$ cat config.mk
export PLATFORM = sky130hd
export DESIGN_NAME = rmm_ctrl
export DESIGN_NICKNAME = d
export VERILOG_FILES = /design/src/rmm_pkg.sv /design/src/rmm_ctrl.sv
export SDC_FILE = /design/constraint.sdc
export NUM_CORES = 1
export LEC_CHECK = 0
export ABC_CLOCK_PERIOD_IN_PS = 2400
export BUFFER_PORTS_ARGS = -buffer_cell sky130_fd_sc_hd__buf_2
export CAP_MARGIN = 20
export CORE_MARGIN = 2
export CORE_UTILIZATION = 28
export CTS_CLUSTER_SIZE = 12
export DETAILED_ROUTE_END_ITERATION = 12
export SLEW_MARGIN = 30
export SYNTH_ARGS = -nofsm -noshare
export SYNTH_HDL_FRONTEND = slang
export SYNTH_SLANG_ARGS = --single-unit
$ cat constraint.sdc
create_clock -name clk_i -period 2.4 [get_ports clk_i]
set_input_delay 0.24 -clock clk_i [delete_from_list [all_inputs] [get_ports clk_i]]
set_output_delay 0.24 -clock clk_i [all_outputs]
set_load 0.02 [all_outputs]
$ cat src/rmm_pkg.sv
`timescale 1ns / 1ps
`default_nettype none
// ----------------------------------------------------------------------------
// Range min/max segment tree package
// Sizes, item kinds and the command/status bundles between the controller
// and the datapath.
// ----------------------------------------------------------------------------
package rmm_pkg;

  localparam int MaxPositions  = 1024;
  localparam int ValueWidth    = 32;
  localparam int PosWidth      = 11;
  localparam int KindWidth     = 2;
  localparam int StoreDepth    = 2 * MaxPositions;
  localparam int AddrWidth     = $clog2(StoreDepth);
  localparam int StackDepth    = $clog2(MaxPositions);
  localparam int StackIdxWidth = $clog2(StackDepth);
  localparam int LevelWidth    = $clog2(StackDepth + 1);

  typedef logic signed [ValueWidth-1:0] value_t;
  typedef logic [PosWidth-1:0]          pos_t;
  typedef logic [AddrWidth-1:0]         addr_t;

  typedef enum logic [KindWidth-1:0] {
    KIND_WRITE = 2'd0,
    KIND_QMAX  = 2'd1,
    KIND_QMIN  = 2'd2,
    KIND_FILL  = 2'd3
  } kind_e;

  typedef struct packed {
    logic load;
    logic cfg_we;
    logic sweep_init;
    logic sweep_fill;
    logic sweep_step;
    logic wr_desc;
    logic wr_upd;
    logic q_step;
    logic out_load;
  } cmd_t;

  typedef struct packed {
    logic  err;
    kind_e kind;
    logic  leaf;
    logic  level_zero;
    logic  q_last;
    logic  sweep_last;
    logic  out_free;
  } stat_t;

endpackage
`default_nettype wire

$ cat src/rmm_ctrl.sv
`timescale 1ns / 1ps
`default_nettype none
// ----------------------------------------------------------------------------
// Range min/max segment tree controller
// Sequences store sweeps, the write descent and ascent, and the query walk.
// ----------------------------------------------------------------------------
module rmm_ctrl import rmm_pkg::*; (
  input  logic  clk_i,
  input  logic  rst_ni,
  input  logic  in_valid_i,
  output logic  in_stall_o,
  input  logic  cfg_valid_i,
  output logic  cfg_ready_o,
  input  stat_t stat_i,
  output cmd_t  cmd_o
);

  typedef enum logic [8:0] {
    ST_IDLE   = 9'b000000001,
    ST_CHECK  = 9'b000000010,
    ST_SWEEP  = 9'b000000100,
    ST_WDESC  = 9'b000001000,
    ST_WREAD  = 9'b000010000,
    ST_WUPD   = 9'b000100000,
    ST_QSTEP  = 9'b001000000,
    ST_QDRAIN = 9'b010000000,
    ST_DONE   = 9'b100000000
  } state_e;

  state_e state_q, state_d;
  logic   emit_q, emit_d;

  assign cfg_ready_o = (state_q == ST_IDLE) || ((state_q == ST_SWEEP) && !emit_q);
  assign in_stall_o  = (state_q != ST_IDLE) || cfg_valid_i;

  always_comb begin
    cmd_o   = '0;
    state_d = state_q;
    emit_d  = emit_q;
    case (state_q)
      ST_IDLE: begin
        if (cfg_valid_i) begin
          cmd_o.cfg_we     = 1'b1;
          cmd_o.sweep_init = 1'b1;
          emit_d           = 1'b0;
          state_d          = ST_SWEEP;
        end else if (in_valid_i) begin
          cmd_o.load = 1'b1;
          state_d    = ST_CHECK;
        end
      end
      ST_CHECK: begin
        if (stat_i.err) begin
          state_d = ST_DONE;
        end else begin
          case (stat_i.kind)
            KIND_WRITE: state_d = ST_WDESC;
            KIND_FILL: begin
              cmd_o.sweep_init = 1'b1;
              cmd_o.sweep_fill = 1'b1;
              emit_d           = 1'b1;
              state_d          = ST_SWEEP;
            end
            default: state_d = ST_QSTEP;
          endcase
        end
      end
      ST_SWEEP: begin
        if (cfg_valid_i && !emit_q) begin
          cmd_o.cfg_we     = 1'b1;
          cmd_o.sweep_init = 1'b1;
          emit_d           = 1'b0;
        end else begin
          cmd_o.sweep_step = 1'b1;
          if (stat_i.sweep_last) begin
            state_d = emit_q ? ST_DONE : ST_IDLE;
          end
        end
      end
      ST_WDESC: begin
        cmd_o.wr_desc = 1'b1;
        if (stat_i.leaf) begin
          state_d = ST_WREAD;
        end
      end
      ST_WREAD: begin
        state_d = stat_i.level_zero ? ST_DONE : ST_WUPD;
      end
      ST_WUPD: begin
        cmd_o.wr_upd = 1'b1;
        state_d      = ST_WREAD;
      end
      ST_QSTEP: begin
        cmd_o.q_step = 1'b1;
        if (stat_i.q_last) begin
          state_d = ST_QDRAIN;
        end
      end
      ST_QDRAIN: begin
        state_d = ST_DONE;
      end
      ST_DONE: begin
        if (stat_i.out_free) begin
          cmd_o.out_load = 1'b1;
          state_d        = ST_IDLE;
        end
      end
      default: begin
        state_d = ST_IDLE;
      end
    endcase
  end

  always_ff @(posedge clk_i or negedge rst_ni) begin
    if (!rst_ni) begin
      state_q <= ST_SWEEP;
      emit_q  <= 1'b0;
    end else begin
      state_q <= state_d;
      emit_q  <= emit_d;
    end
  end

endmodule
`default_nettype wire

==> results.md, run 1 <==
- Std-Cell Core Area: roughly 2700 µm²
- Register bit count reported by yosys: 10
- Fmax achieved: around 440 MHz
- Routed via count: 764
- Post-detail-place hpwl: around 1500 µm
- Biggest area consumer among synthesized cells: dfrtp_1
- Clock sink count: 10
- DRC: 0
- Top-count cell post-synth: nor2_1
- Horiz. Die Dim: approximately 57 µm
- Number of max-cap violations: 0
- Number of buffers created by CTS: 3
- Worst hold path class: input pin to flip-flop
- Leading post-synthesis cells by instance count: 11 x nor2_1, 10 x inv_1, 9 x dfrtp_1, 4 x nor3_1, 4 x o21ai_0
- Portion of total power attributed to sequential cells: a little under a third
- Netlist area before placement: 775.7 µm²
- Met1 layer usage reported by global route: between 10% and 20%
- Ports: 23
- Number of warnings printed during yosys synthesis: 0
- Power density over the cells: ~860 nW/µm²
- Transition at the pin with the smallest max-transition slack: 0.3577 ns
- Final non-filler cell area: ~980 µm²
- Fraction of power spent switching nets: between 40 and 50%
- Placement row count: 19
- Antenna violations before repair: 0
- Async set or reset register ratio after synthesis: 100.0%
- Post-Route WL: roughly 1900 µm
- Growth of design area from synthesis to finish: 25.81%
- Antenna viol nets, final: 0
- Slew Viols, Final: 0
- Peak per-stage delay on the critical path: 0.47 ns
- Initial Utilization: between 20% and 30%
- CTS root buf: clkbuf_4
- Net count after synthesis: approximately 110
- Met3 Use GR: 5.069%
- Proportion of power drawn by combinational gates: roughly half
- Net Sw Power: around 0.36 mW
- Worst slew margin relative to its limit: about three quarters
- Clock period minus final worst setup slack: 2.266 ns
- Total of fill cells in the finished design: ~280
- Clock tree from TritonCTS: built
- Clock slew seen by the registers of the worst setup and hold paths: roughly 0.060 ns
- Global-route wire length before repair: around 3200 µm
- CTS HTree Levels: 1
- Maximum number of pins on one net before global-route repair: 11
- Overflow left after global routing: 0
- Count of inserted antenna diode cells: 0
- Drt via density: 5.197
- CP Capture Type: output pin
- Clock power share: between 10% and 20%
- Dominant delay contributor by cell family on the critical path: simple AND/OR/NAND/NOR gates
- Number of different library cells in the post-synthesis netlist: 39
- Clock latency of the later-clocked register in the worst-skew pair: 0.27 ns
- Leakage Power: 0.4885 nW
- Leading post-synthesis cells by cell area: dfrtp_1 29%, nor2_1 5.3%, inv_1 4.8%, dfstp_2 3.4%, ha_1 3.2%
- Worst clock skew on the final layout: between 0.007 and 0.008 ns
- GRT busiest layer: met2
- Number of synthesized flops with an enable pin: 0
- Routed length per instance: ~13 µm
- Routability Congestion: roughly 0.85
- Worst EP arrival: 2.03 ns
- Critical path peak fanout: 8
- Number of iterations in the first detailed-routing pass: 4
- Nets@finish: around 130
- Kind of start point of the critical path: flip-flop
- Met2 track demand over resource in global routing: 21.93%
- DRT iter0 DRCs: 10
- Bufs on Longest Clock Path: 2
- Total negative setup slack: 0 ns
- Buf/Inv on CP: 1
- Post-synth top area share: 29.03%
- Final hold vios: 0
- Endpoints failing setup: 0
- CP Class: flip-flop to output pin
- Aggregate global-route resource usage: 12.70%
- Worst IR drop on VDD: 0.0004712 V
- Fraction of the yosys area taken by sequential cells: 32.42%
- Die Outline Area: about 3200 µm²
- Cell with the largest stage delay on the worst path: dfrtp_1
- CP Cell Sequence: nor4_4 > nand4b_1 > nor2_2 > and2_1 > or2_2 > buf_2
- Overall die height: about 57 µm
- Run status: finished clean
- Prevailing post-synth register cell: dfrtp_1
- Layout cell share with drive strength beyond 1: about 34%
- Via count of the first global-routing pass: ~730
- Data required time at the worst endpoint: ~2.2 ns
- Final worst-path cycle share: about 94%
- Internal: slightly below 0.5 mW
- Placed inst area: roughly 900 µm²
- Count of input and output buffers: 22
- Synthesized instance count: 91
- Synthesized area divided by synthesized cell count: ~8.5 µm²
sequential cells by signal (all words and copies together), names as in the netlist:
| signal | count |
|---|---|
| emit_q | 1 |
| state_q | 9 |
cell families (layout without fill, tap and decap cells):
family	Yosys count	after routing	synth area share (%)
buf+inv	14	39	7.742
simple gates	42	42	33.23
flops	10	10	32.42
compound gates	20	20	19.84
fa+ha+maj	2	2	3.225
xor+xnor	2	2	2.258
mux	1	1	1.290
worst register-to-register path, cell delays in order (launching register included):
cell and delay, ns:
dfrtp_1 0.46, or4_4 0.57, nor3_2 0.28, o21ai_1 0.16
o22ai_2 0.31, a221o_1 0.22
cells in the final DEF (no fill, tap or decap), types with 2 or more instances in the layout:
cell type | Yosys | layout
nor2b_1 | 3 | 3
ha_1 | 2 | 2
buf_4 | 0 | 2
xor2_1 | 2 | 2
buf_2 | 0 | 22
dfrtp_1 | 9 | 8
and2_1 | 2 | 2
or4_4 | 2 | 2
nor3b_1 | 3 | 3
nand3_1 | 2 | 2
nor3_1 | 4 | 4
o21ai_0 | 4 | 4
nand2_1 | 3 | 3
and4b_1 | 2 | 2
a31oi_1 | 2 | 2
inv_1 | 10 | 10
nand2b_1 | 2 | 2
o22ai_2 | 2 | 2
clkbuf_4 | 0 | 3
nor2_1 | 11 | 10
a21oi_1 | 3 | 3
repair_timing:
action,in CTS,in global routing
pin swaps,0,2
resized for setup,1,2
hold buffers,1,0
endpoints found under the hold margin,9,0
buffers inserted,0,2
endpoints found under the setup margin,2,2
metrics by stage:
stage	std cells	hold WS (ns)	setup WS [ns]	power, mW	util, %
2_1_floorplan	91	-0.05559	0.07175	0.5787	-
3_3_place_gp	140	0.1150	0.1844	0.6700	33.58
3_5_place_dp	140	0.1179	0.1584	0.6726	33.58
4_1_cts	145	0.1331	0.006629	0.8357	35.63
5_1_grt	147	0.1409	-0.0000002220	0.8980	36.33
6_report	147	0.1351	0.1336	0.8372	36.33
area by class of cell:
class | count | area (µm²) | share of cell area (%)
inverters | 10 | 37.54 | 3.846
flip-flops and latches | 10 | 252.7 | 25.90
well taps | 31 | 38.79 | 3.974
repair buffers | 25 | 135.1 | 13.85
clock buffers | 4 | 36.28 | 3.718
multi-input cells | 67 | 475.5 | 48.72
worst paths after layout:
check                                             from                      to  slack (ns)  cells past startpoint
worst max-delay path            state_q[8]$_DFFE_PN0P_                cmd_o[6]        0.13                      6
worst min-delay path                         stat_i[3]  state_q[5]$_DFFE_PN0P_        0.14                      2
worst max register to register  state_q[0]$_DFFE_PN0P_  state_q[2]$_DFFE_PN1P_        0.35                      5
worst min register to register      emit_q$_DFFE_PN0P_      emit_q$_DFFE_PN0P_        0.62                      1
max in group asynchronous                       rst_ni  state_q[2]$_DFFE_PN1P_        1.79                      2
min in group asynchronous                       rst_ni  state_q[3]$_DFFE_PN0P_        0.35                      2
per-layer routing:
metal,vias to the layer above,wire [µm]
li1,380,-
met1,358,808
met2,22,989
met3,4,86
met4,0,19
met5,-,0
power by group through the flow:
stage                     Clock [mW]  Sequential [mW]  Combinational, mW
after floorplan                    0            0.218              0.360
after global placement             0            0.255              0.415
after detailed placement           0            0.258              0.415
after CTS                      0.159            0.257              0.420
after global routing           0.166            0.264              0.468
final                          0.154            0.256              0.427
(Power assumes the default switching activity.)
==> inputs of run 2 (changes only) <==
--- a/config.mk
+++ b/config.mk
@@ -5,13 +5,14 @@
 export SDC_FILE = /design/constraint.sdc
 export NUM_CORES = 1
 export LEC_CHECK = 0
-export ABC_CLOCK_PERIOD_IN_PS = 2400
+export ABC_CLOCK_PERIOD_IN_PS = 2830
 export BUFFER_PORTS_ARGS = -buffer_cell sky130_fd_sc_hd__buf_2
 export CAP_MARGIN = 20
 export CORE_MARGIN = 2
 export CORE_UTILIZATION = 28
 export CTS_CLUSTER_SIZE = 12
 export DETAILED_ROUTE_END_ITERATION = 12
+export MAX_ROUTING_LAYER = met4
 export SLEW_MARGIN = 30
 export SYNTH_ARGS = -nofsm -noshare
 export SYNTH_HDL_FRONTEND = slang
==> constraint.sdc (replaced) <==
create_clock -name clk_i -period 2.83 [get_ports clk_i]
set_input_delay 0.283 -clock clk_i [delete_from_list [all_inputs] [get_ports clk_i]]
set_output_delay 0.283 -clock clk_i [all_outputs]
set_load 0.02 [all_outputs]
==> run 2 against run 1 <==
Global-route usage shrank 0.062 points. Core utilization fell by 1.0 points. Design area is 2.8% lower. Power is 15% lower. Wire length grew 0.79%. Non-clock buffer count fell by 2. Sequential share of layout area grew 0.62 points. Combinational power shrank 16%.
==> results.md, run 2 (synthesis gave the netlist of run 1 again) <==
- Fmax achieved: 391.0 MHz
- Overall die height: 56.64 µm (unchanged)
- Aggregate global-route resource usage: 12.64% (-0.062 points)
- Slew Viols, Final: 0 (unchanged)
- Growth of design area from synthesis to finish: 22.26%
- Clock sink count: 10 (unchanged)
- Most common cell after layout, fill and taps aside: buf_2
- Placement row count: 19 (unchanged)
- Kind of start point of the critical path: flip-flop
- Power density over the cells: 746.5 nW/µm² (-13%)
- Maximum number of pins on one net before global-route repair: 11 (unchanged)
- Worst hold path class: input pin to flip-flop
- Drt via density: 5.200 (about the same)
- Overflow left after global routing: 0 (unchanged)
- Routed length per instance: 13.23 µm (+2.2%)
- Count of inserted antenna diode cells: 0 (unchanged)
- Number of buffers created by CTS: 3 (unchanged)
- Endpoint of the worst hold path: state_q[5]$_DFFE_PN0P_
- Run status: finished clean
- Register containing the most flip-flops in the final layout: state_q
- Leakage Power: 0.4763 nW (-2.5%)
- Worst clock skew on the final layout: 0.003722 ns (-0.003593 ns)
- Layout cell share with drive strength beyond 1: 30.70% (-2.9 points)
- Post-detail-place hpwl: 1511 µm (-1.7%)
- Cell with the largest stage delay on the worst path: nor4_2
- Bufs on Longest Clock Path: 2 (unchanged)
- Antenna violations before repair: 0 (unchanged)
- Worst reg2reg path endpoint: state_q[0]$_DFFE_PN0P_
- DRC: 0 (unchanged)
- CP Class: flip-flop to output pin
- Total of fill cells in the finished design: 297 (+4.9%)
- CTS HTree Levels: 1 (unchanged)
- Reg2reg start: state_q[0]$_DFFE_PN0P_
- Core Util, Final: 35.31% (-1.0 points)
- Count of input and output buffers: 22 (unchanged)
- Worst R2R Setup Slack: 0.77 ns (+0.42 ns)
- Via count of the first global-routing pass: 704 (-4.1%)
- Total negative setup slack: 0 ns (unchanged)
- Post-Route WL: 1919 µm (+0.79%)
- RSZ-0062 raised after global routing: no
- Global-route wire length before repair: 3091 µm (-2.6%)
- Clock slew seen by the registers of the worst setup and hold paths: 0.07 ns (about the same)
- Die Outline Area: 3208 µm² (unchanged)
- Register cell area after layout: 251.5 µm² (-0.49%)
- Transition at the pin with the smallest max-transition slack: 0.4954 ns (+0.1377 ns)
- Std-Cell Core Area: 2686 µm² (unchanged)
- Number of flip-flops in the largest register: 9 (unchanged)
- Data required time at the worst endpoint: 2.55 ns (+0.39 ns)
- Largest registers: state_q x9, emit_q x1
- Clock period minus final worst setup slack: ~2.6 ns
- Number of buffers inserted to repair setup after CTS: 0 (unchanged)
- Nets@finish: 129 (-1.5%)
- Number of max-cap violations: 0 (unchanged)
- Clock tree from TritonCTS: built
- DRT iter0 DRCs: 22 (+12)
- Commonest cells after routing, fill and taps aside: 22 x buf_2, 11 x nor2_1, 10 x inv_1, 9 x dfrtp_1
- Endpoints failing setup: 0 (unchanged)
- Clock latency of the later-clocked register in the worst-skew pair: 0.28 ns (about the same)
- Final hold vios: 0 (unchanged)
- Area occupied by multi-input gates: 464.2 µm² (-2.4%)
- Initial Utilization: 28.88% (unchanged)
- CTS root buf: clkbuf_4
- CP Cell Sequence: nor4_2 > nand4b_1 > nor2_1 > and2_1 > or2_2 > buf_2
- Critical path peak fanout: 9 (+1)
- Worst hold stages: 2 (unchanged)
- Worst EP arrival: 2.27 ns (+0.24 ns)
- Final worst-path cycle share: 90.36%
- Worst r2r path cells: 5 (unchanged)
- Worst slew margin relative to its limit: 66.70% (-9.5 points)
- Peak per-stage delay on the critical path: 0.52 ns (+0.05 ns)
- Ports: 23 (unchanged)
- CP Capture Type: output pin
- Routability Congestion: 0.8814 (+3.5%)
- Number of iterations in the first detailed-routing pass: 4 (unchanged)
- Horiz. Die Dim: 56.64 µm (unchanged)
- Start point of the worst min-delay path: stat_i[3]
- Antenna viol nets, final: 0 (unchanged)
- Routed via count: 754 (-1.3%)
- Worst IR drop on VDD: 0.0002921 V (-38%)
-- run 2: where the power goes --
part           internal (mW)  total (mW)  switching (mW)
Combinational          0.150       0.357           0.206
Clock                 0.0783       0.134          0.0556
Sequential             0.171       0.218          0.0466
Total                  0.399       0.708           0.309
-- run 2: routing by layer --
metal / part of all wire [%] / track usage (%) / routed length, µm / up-vias
li1: - / - / - / 372
met1: 44 / 15.36 / 849 / 349
met2: 48 / 19.60 / 914 / 26
met3: 4.7 / 2.304 / 91 / 7
met4: 3.3 / 7.143 / 64 / 0
met5: 0 / - / 0 / -
-- run 2: worst max path at each step --
stage,startpoint,end,cells after the start
floorplan,state_q[6]$_DFFE_PN0P_,cmd_o[6],6
global placement,state_q[6]$_DFFE_PN0P_,cmd_o[6],6
detailed placement,state_q[6]$_DFFE_PN0P_,cmd_o[6],6
CTS,state_q[6]$_DFFE_PN0P_,cmd_o[6],6
global route,state_q[6]$_DFFE_PN0P_,cmd_o[6],6
finish,state_q[6]$_DFFE_PN0P_,cmd_o[6],6
-- run 2: timing repair --
item / CTS / global route
gates resized for setup: 0 / 0
endpoints found under the hold margin: 9 / 0
hold buffers: 1 / 0
endpoints found under the setup margin: 0 / 0
-- run 2: final cells by class --
type / count / area share, %
clock buffers: 4 / 3.826
multi-input cells: 67 / 48.94
well taps: 31 / 4.090
inverters: 10 / 3.958
repair buffers: 23 / 12.66
flip-flops and latches: 10 / 26.52
-- run 2: metrics by stage --
stage	setup slack, ns	hold slack [ns]	std cells	power [mW]	instance area [µm²]
floorplan	0.4588	-0.01259	91	0.4907	775.7
global placement	0.5642	0.1632	140	0.5683	902.1
detailed placement	0.5684	0.1654	140	0.5719	902.1
CTS	0.2509	0.1683	145	0.7112	948.4
global route	0.07579	0.1805	145	0.7582	948.4
finish	0.2727	0.1687	145	0.7080	948.4
-- run 2: critical path, delay by kind of cell (launching register included) --
kind | cells | cell delay, ns
and+or+nand+nor | 5 | 1.36
DFF | 1 | 0.49
buffers and inverters | 1 | 0.15
==> inputs of run 3 (changes only) <==
--- a/config.mk
+++ b/config.mk
@@ -5,14 +5,15 @@
 export SDC_FILE = /design/constraint.sdc
 export NUM_CORES = 1
 export LEC_CHECK = 0
-export ABC_CLOCK_PERIOD_IN_PS = 2830
-export BUFFER_PORTS_ARGS = -buffer_cell sky130_fd_sc_hd__buf_2
+export ABC_CLOCK_PERIOD_IN_PS = 2840
 export CAP_MARGIN = 20
 export CORE_MARGIN = 2
-export CORE_UTILIZATION = 28
+export CORE_UTILIZATION = 57
 export CTS_CLUSTER_SIZE = 12
 export DETAILED_ROUTE_END_ITERATION = 12
+export DONT_BUFFER_PORTS = 1
 export MAX_ROUTING_LAYER = met4
+export PLACE_DENSITY = 0.72
 export SLEW_MARGIN = 30
 export SYNTH_ARGS = -nofsm -noshare
 export SYNTH_HDL_FRONTEND = slang
==> constraint.sdc (replaced) <==
create_clock -name clk_i -period 2.84 [get_ports clk_i]
set_input_delay 0.284 -clock clk_i [delete_from_list [all_inputs] [get_ports clk_i]]
set_output_delay 0.284 -clock clk_i [all_outputs]
set_load 0.02 [all_outputs]
==> run 3 against run 2 <==
Sequential share of layout area grew 3.7 points. Critical path depth shrank 1. Power shrank 3.1%. Critical path type unchanged. Register-to-register slack lost 0.03 ns. Flip-flop and latch count is the same. Via count shrank 8.9%. Non-clock buffer count shrank 20. Core utilization grew 30 points.
==> results.md, run 3 (synthesis gave the netlist of run 1 again) <==
- CTS root buf: clkbuf_4
- Worst hold stages: 1 (-1)
- Horiz. Die Dim: 40.89 µm (-28%)
- Worst slack, placed: 0.6523 ns (+0.08387 ns)
- Growth of design area from synthesis to finish: 7.419%
- Overall die height: 40.89 µm (-28%)
- Clock period minus final worst setup slack: between 2 and 2.5 ns
- Bufs on Longest Clock Path: 2 (unchanged)
- Data required time at the worst endpoint: 2.56 ns (about the same)
- Smallest setup slack after layout: 0.3478 ns (+0.07510 ns)
- Antenna violations before repair: 0 (unchanged)
- Metal-1 WL: 776 µm (-8.6%)
- Total negative setup slack: 0 ns (unchanged)
- Ports: 23 (unchanged)
- Register containing the most flip-flops in the final layout: state_q
- Cell Count, Final, Fillers Out: 109 (-25%)
- Via count of the first global-routing pass: 620 (-12%)
- CP Capture Type: output pin
- Drt via density: 6.303 (+21%)
- Worst r2r path cells: 5 (unchanged)
- Worst hold path class: input pin to flip-flop
- CP Class: flip-flop to output pin
- Top layer in use: met4
- Kind of start point of the critical path: flip-flop
- CP Cell Sequence: nor4_2 > nand4b_1 > nor2_1 > and2_1 > or2_2
- Run status: finished clean
- Final hold vios: 0 (unchanged)
- DRC: 0 (unchanged)
- Reg2reg start: state_q[1]$_DFFE_PN0P_
- Clock latency of the later-clocked register in the worst-skew pair: 0.27 ns (about the same)
- Placed inst area: 787.0 µm² (-13%)
- Critical path peak fanout: 8 (-1)
- Routed via count: 687 (-8.9%)
- Number of max-cap violations: 0 (unchanged)
- Most common cell after layout, fill and taps aside: nor2_1
- Std-Cell Core Area: 1285 µm² (-52%)
- Buf/Inv on CP: 0 (-1)
- Peak per-stage delay on the critical path: 0.50 ns (-0.02 ns)
- Nets@finish: 109 (-16%)
- Final worst-path cycle share: just under 90%
- Post-CTS resize count: 0 (unchanged)
- Clock tree from TritonCTS: built
- Worst reg2reg path endpoint: state_q[8]$_DFFE_PN0P_
- Leakage Power: 0.3875 nW (-19%)
- Layout cell share with drive strength beyond 1: 15.96% (-15 points)
- Cell with the largest stage delay on the worst path: nor4_2
- Endpoint of the worst hold path: state_q[5]$_DFFE_PN0P_
- Worst R2R Setup Slack: 0.74 ns (-0.03 ns)
- RSZ-0062 raised after global routing: no
- Transition at the pin with the smallest max-transition slack: 0.4728 ns (-0.02261 ns)
- Number of buffers inserted to repair setup after CTS: 0 (unchanged)
- Detailed-routed wire length on met3: 114 µm (+25%)
- Overflow left after global routing: 0 (unchanged)
- Detailed-routed wire length on met2: 866 µm (-5.3%)
- Aggregate global-route resource usage: 24.77% (+12 points)
- CTS HTree Levels: 1 (unchanged)
- Dominant delay contributor by cell family on the critical path: simple AND/OR/NAND/NOR gates
- Final non-filler cell area: 833.3 µm² (-12%)
- Placement row count: 13 (-6)
- Antenna viol nets, final: 0 (unchanged)
- Commonest cells after routing, fill and taps aside: 11 x nor2_1, 10 x inv_1, 9 x dfrtp_1, 4 x nor3_1, 4 x o21ai_0
- Count of inserted antenna diode cells: 0 (unchanged)
- Timing startpoint of the critical path: state_q[5]$_DFFE_PN0P_
- Routed length per instance: 16.17 µm (+22%)
- Clock slew seen by the registers of the worst setup and hold paths: 0.07 ns (about the same)
- Number of hold buffers added after CTS: 1 (unchanged)
- Initial Utilization: 60.37% (+31 points)
- Number of flip-flops in the largest register: 9 (unchanged)
- Number of iterations in the first detailed-routing pass: 4 (unchanged)
- Worst EP arrival: 2.21 ns (-0.06 ns)
- Worst IR drop on VDD: 0.0004414 V (+51%)
- Post-Route WL: 1763 µm (-8.1%)
- Post-detail-place hpwl: 1371 µm (-9.2%)
- Endpoints failing setup: 0 (unchanged)
- Slew Viols, Final: 0 (unchanged)
- Power density over the cells: 823.6 nW/µm² (+10%)
- Maximum number of pins on one net before global-route repair: 11 (unchanged)
- Global-route wire length before repair: 2635 µm (-15%)
- Worst slew margin relative to its limit: 68.38% (+1.7 points)
- Routability Congestion: 0.8316 (-5.7%)
- Largest registers: state_q x9, emit_q x1
- Clock sink count: 10 (unchanged)
- Worst clock skew on the final layout: 0.001950 ns (-0.001772 ns)
- DRT iter0 DRCs: 26 (+18%)
- Start point of the worst min-delay path: stat_i[3]
- Inst Count DP: 104 (-26%)
- Fmax achieved: about 400 MHz
- Number of buffers created by CTS: 3 (unchanged)
- Count of input and output buffers: 0 (-100%)
- Die Outline Area: 1672 µm² (-48%)
## run 3: changes by cell type in the layout (fill, tap and decap cells not counted), sizes merged
cell	change
buf	-20
## run 3: per-stage QoR
stage	hold slack [ns]	utilization, %	power (mW)
floorplan	-0.01159	-	0.4890
detailed placement	-0.01128	61.25	0.5502
CTS	0.07980	64.85	0.6844
finish	0.08119	64.85	0.6863
global route	0.07988	64.85	0.7293
global placement	-0.01134	61.25	0.5435
## run 3: layout make-up
cell class                 instances  area [µm²]
clock buffer                       4       36.28
fill                             103       451.7
timing repair buffer               3       25.02
inverter                          10       37.54
tap                               15       18.77
multi-input combinational         67       464.2
sequential                        10       251.5
## run 3: power breakdown
group	leakage (nW)	internal, mW	total [mW]	switching, mW
clock network	0.0210	0.0778	0.131	0.0529
registers	0.133	0.170	0.219	0.0488
logic	0.233	0.143	0.336	0.193
## run 3: routing by layer
layer,vias to the layer above,GRT usage [%]
met5,-,-
met4,0,10.00
met3,2,3.261
met2,36,42.58
met1,316,28.62
li1,333,-
## run 3: worst max-delay path by stage
stage          slack (ns)        to  cells past startpoint
4_1_cts              0.36  cmd_o[6]                      5
5_1_grt              0.21  cmd_o[6]                      5
3_5_place_dp         0.65  cmd_o[6]                      5
3_3_place_gp         0.73  cmd_o[6]                      5
6_report             0.35  cmd_o[6]                      5
2_1_floorplan        0.47  cmd_o[6]                      6
